--- src/dtt_pkg.sv ---
package dtt_pkg;

  // field widths
  localparam int DiffWidth   = 48;
  localparam int DivWidth    = 32;
  localparam int WordWidth   = 64;
  localparam int WordCount   = 4;
  localparam int IndexWidth  = 2;
  localparam int TargetWidth = WordWidth * WordCount;

  // numerator (2^224-1) << 16: ones from bit 239 down to bit 16
  localparam int NumerBits     = 240;
  localparam int NumerLowZeros = 16;

  // quotient bits resolved per pipeline stage
  localparam int BitsPerStage = 4;
  localparam int StageCount   = NumerBits / BitsPerStage;

  localparam logic [IndexWidth-1:0] LastIndex = IndexWidth'(WordCount - 1);

  // numerator bits handled by stage g, most significant at the top
  function automatic logic [BitsPerStage-1:0] numer_slice(int g);
    logic [BitsPerStage-1:0] slice;
    int p;
    slice = '0;
    for (int j = 0; j < BitsPerStage; j++) begin
      p = NumerBits - 1 - g * BitsPerStage - (BitsPerStage - 1 - j);
      slice[j] = (p >= NumerLowZeros);
    end
    return slice;
  endfunction

  // offset of stage g's partial quotient in the packed triangle
  function automatic int tri_offset(int g);
    int off;
    off = 0;
    for (int s = 0; s < g; s++) begin
      off = off + (s + 1) * BitsPerStage;
    end
    return off;
  endfunction

  localparam int TriBits = tri_offset(StageCount);

endpackage

--- src/dtt_div_step.sv ---
module dtt_div_step (
  input  logic [dtt_pkg::DivWidth-1:0]     rem_i,
  input  logic [dtt_pkg::DivWidth-1:0]     divisor_i,
  input  logic [dtt_pkg::BitsPerStage-1:0] numer_i,
  output logic [dtt_pkg::DivWidth-1:0]     rem_o,
  output logic [dtt_pkg::BitsPerStage-1:0] quot_o
);
  import dtt_pkg::*;

  // restoring division, one quotient bit per compare and subtract
  always_comb begin
    logic [DivWidth:0]   cur;
    logic [DivWidth-1:0] rem;
    rem    = rem_i;
    cur    = '0;
    quot_o = '0;
    for (int j = BitsPerStage - 1; j >= 0; j--) begin
      cur = {rem, numer_i[j]};
      if (cur >= {1'b0, divisor_i}) begin
        quot_o[j] = 1'b1;
        cur       = cur - {1'b0, divisor_i};
      end
      rem = cur[DivWidth-1:0];
    end
    rem_o = rem;
  end

endmodule

--- config.mk ---
export PLATFORM = sky130hd
export DESIGN_NAME = dtt_div_step
export DESIGN_NICKNAME = d
export VERILOG_FILES = /design/src/dtt_pkg.sv /design/src/dtt_div_step.sv
export SDC_FILE = /design/constraint.sdc
export NUM_CORES = 1
export LEC_CHECK = 0
export BUFFER_PORTS_ARGS = -buffer_cell sky130_fd_sc_hd__buf_4
export CAP_MARGIN = 30
export CORE_MARGIN = 5
export CORE_UTILIZATION = 60
export DETAILED_ROUTE_END_ITERATION = 7
export PLACE_DENSITY = 0.91
export RECOVER_POWER = 100
export SYNTH_ARGS = -nofsm -noshare
export SYNTH_HDL_FRONTEND = slang
export SYNTH_SLANG_ARGS = --single-unit
--- constraint.sdc ---
create_clock -name vclk -period 23
set_input_delay 0 -clock vclk [all_inputs]
set_output_delay 0 -clock vclk [all_outputs]
set_load 0.02 [all_outputs]
== Yosys cells after proc, flatten, opt, wreduce, memory -nomap -nowiden ==
Index checks and enable logic that the tools add are counted.

* Register bits: 0
* Output and inout bits: 36

* Add/sub/neg operators: 4
* Magnitude comparators: 4
* Multiplexer cells: 8

{| class="wikitable"
|+ Operators by type and width
! kind !! count
|-
| >= comparator 33 x 32 -> 1 bit || 4
|-
| two-way mux 32 bit || 4
|-
| subtractor 32 bit || 4
|-
| two-way mux 1 bit || 4
|}

== Logic depth before layout (Yosys ltp) ==
* Depth after elaboration: 8
* Gate-level depth with buffers: 53
* Mapped depth without buffers: 46

== Worst setup path before layout ==
Ideal clock, no wire load.

* Path kind: input to output
* Start: input port divisor_i[1] (netlist bit)
* End: output port rem_o[0] (netlist bit)
* Cell stages on the path: 50
* Setup slack: 12.188 ns
* Required time: 23.000 ns
* Arrival time: 10.812 ns
* Path buffers: 7
* Cells stage by stage: inv_1 > ha_1 > nand2b_1 > a211oi_2 > o211ai_1 > a2111oi_2 > o21a_1 > o21ai_2 > inv_2 > buf_2 > buf_2 > mux2_2 > ha_1 > a211oi_1 > o21ai_0 > a221oi_1 > o21ai_1 > a31oi_1 > [... 14 more ...] > a41oi_2 > o2111a_1 > buf_6 > buf_6 > mux2i_1 > ha_1 > nor2b_1 > o21a_1 > o21a_1 > o31a_1 > o221a_2 > o21ai_0 > o41a_1 > o21ai_0 > a211oi_1 > mux2i_4 > buf_12 > mux2i_1

* Longest elaborated chain between the ends: 8

{| class="wikitable"
|+ RTL lines
! what !! line !! source
|-
| from (decl) || dtt_div_step.sv:3 || <nowiki>input logic [dtt_pkg::DivWidth-1:0] divisor_i,</nowiki>
|-
| subtractor 32 bit or >= comparator 33 x 32 -> 1 bit (tied branches) || dtt_div_step.sv:21, dtt_div_step.sv:19 ||
|-
| two-way mux 32 bit || dtt_div_step.sv:19 || <nowiki>if (cur >= {1'b0, divisor_i}) begin</nowiki>
|-
| subtractor 32 bit or >= comparator 33 x 32 -> 1 bit (tied branches) || dtt_div_step.sv:21, dtt_div_step.sv:19 ||
|-
| two-way mux 32 bit || dtt_div_step.sv:19 ||
|-
| subtractor 32 bit or >= comparator 33 x 32 -> 1 bit (tied branches) || dtt_div_step.sv:21, dtt_div_step.sv:19 ||
|-
| two-way mux 32 bit || dtt_div_step.sv:19 ||
|-
| >= comparator 33 x 32 -> 1 bit * || dtt_div_step.sv:19 ||
|-
| two-way mux 32 bit * || dtt_div_step.sv:19 ||
|-
| to (decl) || dtt_div_step.sv:5 || <nowiki>output logic [dtt_pkg::DivWidth-1:0] rem_o,</nowiki>
|}

Mark *: on every way between the ends. The rest lies on a longest branch, timed or not.

== Worst setup path in the final report ==
* Start: input port divisor_i[4] (netlist bit)
* End: output port rem_o[5] (netlist bit)

* Longest elaborated chain between the ends: 8

{| class="wikitable"
|+ RTL lines
! what !! line
|-
| subtractor 32 bit or >= comparator 33 x 32 -> 1 bit (tied branches) || dtt_div_step.sv:21, dtt_div_step.sv:19
|-
| two-way mux 32 bit || dtt_div_step.sv:19
|-
| subtractor 32 bit or >= comparator 33 x 32 -> 1 bit (tied branches) || dtt_div_step.sv:21, dtt_div_step.sv:19
|-
| two-way mux 32 bit || dtt_div_step.sv:19
|-
| >= comparator 33 x 32 -> 1 bit or subtractor 32 bit (tied branches) || dtt_div_step.sv:19, dtt_div_step.sv:21
|-
| two-way mux 32 bit || dtt_div_step.sv:19
|-
| subtractor 32 bit or >= comparator 33 x 32 -> 1 bit (tied branches) || dtt_div_step.sv:21, dtt_div_step.sv:19
|-
| two-way mux 32 bit * || dtt_div_step.sv:19
|}

Marked as above.

==> impl_metrics.toml <==
[status]
status = "finished, violations left"
violations = "capacitance limit, slew limit"

[sta]
tns_ns = 0
fmax_mhz = 56.19
drv_slew = 34
worst_slew_pin_slew_ns = 2.689
rsz0062_at_grt = "false"
setup_violations = 0
fin_crit_ns = 17.80
min_period_over_period_pct = 77.38
relSlewSlack_pct = -79.24
finalHoldViolCount = 0

[setup_path]
slowest_delay_ns = 1.90
cp_max_fo = 33
crit_top_cell = "ha_1"
path_class = "in2out"
cp.required_ns = 23.00
arrival_ns = 17.80
critPathSlowestCell = "clkbuf_1"
crit_path_end_kind = "output port"
cp-start-kind = "input pin"

[route]
vias_per_cell = 6.450
drc = 0
vias = 8895
postRouteAntennaNets = 0
drt-wirelength-per-cell_um = 18.43
firstDrtPassIters = 6
wl_mm = 25.42
first_iter_violations = 780

[layout]
fin_cells = 1379
drive_above_1_share_pct = 17.85
clkbuf_count = 0
seq_cells = 0
regArea_um2 = 0
final.fill_count = 1223
antenna_cells = 0
nets = 1401
area_growth_pct = 9.121

[yosys]
yosysMostFrequentCell = "ha_1"
synth.distinct_cells = 76
yosysTopAreaCell = "ha_1"
ys_warn_count = 0
synth_area_per_cell_um2 = 7.502
synthCells = 1121
ys_seq_area_share_pct = 0
synth_nets = 1321
synth_top_area_share_pct = 19.04
synth_area_leaders = "ha_1, mux2_4, xnor2_1"
netlist_area_mm2 = 0.008409
synthTopCellsByCount = "ha_1, a21oi_1, inv_1"

[floorplanning]
dieArea_mm2 = 0.01648
pin_count = 104
coreArea_mm2 = 0.01383
die_w_um = 128.4
dieHeight_um = 128.4
start_util_pct = 60.82
rows = 43

[clock_tree]
postCtsSetupBuffers = 0
cts_hold_buf = 0
cts_resized = 0

[grt]
antenna_found_initial = 0
grt_overflow_total = 0
grt_pass1_vias = 8310
grt_use_total_pct = 29.25
grt_max_degree = 34
grt_pass1_wl_mm = 40.44

[place]
gp_congestion = 1.033
place_hpwl_mm = 21.52
numPortBuffers = 104
placed_cells = 1379

[hold_path]
hold_class = "in2out"
holdPathStages = 4
min_to = "rem_o[0]"
worstHoldStart = "numer_i[0]"

[run]
drv_cap = 1
## placed cells by master, fill, tap and decap left out, types with 17 or more instances in the layout
master | Yosys | layout
a21o_1 | 37 | 37
a21oi_1 | 117 | 118
buf_4 | 0 | 105
ha_1 | 128 | 128
inv_1 | 83 | 84
mux2_2 | 42 | 42
mux2_4 | 50 | 43
mux2i_1 | 18 | 18
nand2_1 | 76 | 76
nand2b_1 | 17 | 17
nand3_1 | 30 | 30
nand4_1 | 22 | 22
nor2_1 | 66 | 66
nor3_1 | 25 | 25
o21a_1 | 20 | 20
o21ai_0 | 69 | 70
xnor2_1 | 75 | 75
xor2_1 | 34 | 34
## routing by layer
| layer | wire length, um | GRT usage [%] | part of all wire, % | up-vias |
|---|---|---|---|---|
| li1 | - | - | - | 4330 |
| met1 | 10490 | 37.88 | 41 | 4047 |
| met2 | 11850 | 49.95 | 47 | 435 |
| met3 | 1747 | 1.660 | 6.9 | 83 |
| met4 | 1328 | 13.17 | 5.2 | 0 |
| met5 | 0 | 0 | 0 | - |
## cell type report
cell class	instances	area (um^2)	share of cell area [%]
well taps	180	225.2	2.454
inverters	84	315.3	3.436
multi-input cells	1008	7840	85.44
repair buffers	107	795.8	8.672
## cells by family after synthesis
group,Yosys count,synth area share (%)
compound gates,363,28.48
xor+xnor,109,11.35
fa+ha+maj,132,20.00
buf+inv,113,6.071
mux,112,17.10
simple gates,292,17.01
## worst max-delay path, delay by kind of cell
kind	cells	cell delay (ns)
adder cells (fa/ha/maj)	4	1.44
AND/OR/NAND/NOR	7	2.05
buffers and inverters	8	4.45
AO/OA/AOI/OAI	25	7.82
multiplexers	5	1.98
## worst max path at each step
stage / startpoint / to / depth (start not counted)
2_1_floorplan: divisor_i[1] / rem_o[0] / 50
3_3_place_gp: divisor_i[4] / rem_o[9] / 49
3_5_place_dp: divisor_i[1] / rem_o[2] / 47
4_1_cts: divisor_i[1] / rem_o[2] / 47
5_1_grt: divisor_i[1] / rem_o[9] / 50
6_report: divisor_i[4] / rem_o[5] / 49
## through the flow
stage / hold slack, ns / setup WS (ns) / utilization [%] / cell area [um^2]
2_1_floorplan: 0.2031 / 12.19 / - / 8409
3_3_place_gp: 0.3838 / 9.629 / 66.85 / 9244
3_5_place_dp: 0.4139 / 9.243 / 66.85 / 9244
4_1_cts: 0.4138 / 9.176 / 66.85 / 9244
5_1_grt: 0.4718 / 3.985 / 66.37 / 9176
6_report: 0.4146 / 5.202 / 66.37 / 9176
Power is not shown: default switching activity piles up to over one toggle a cycle in this logic, so the estimate is an artifact.
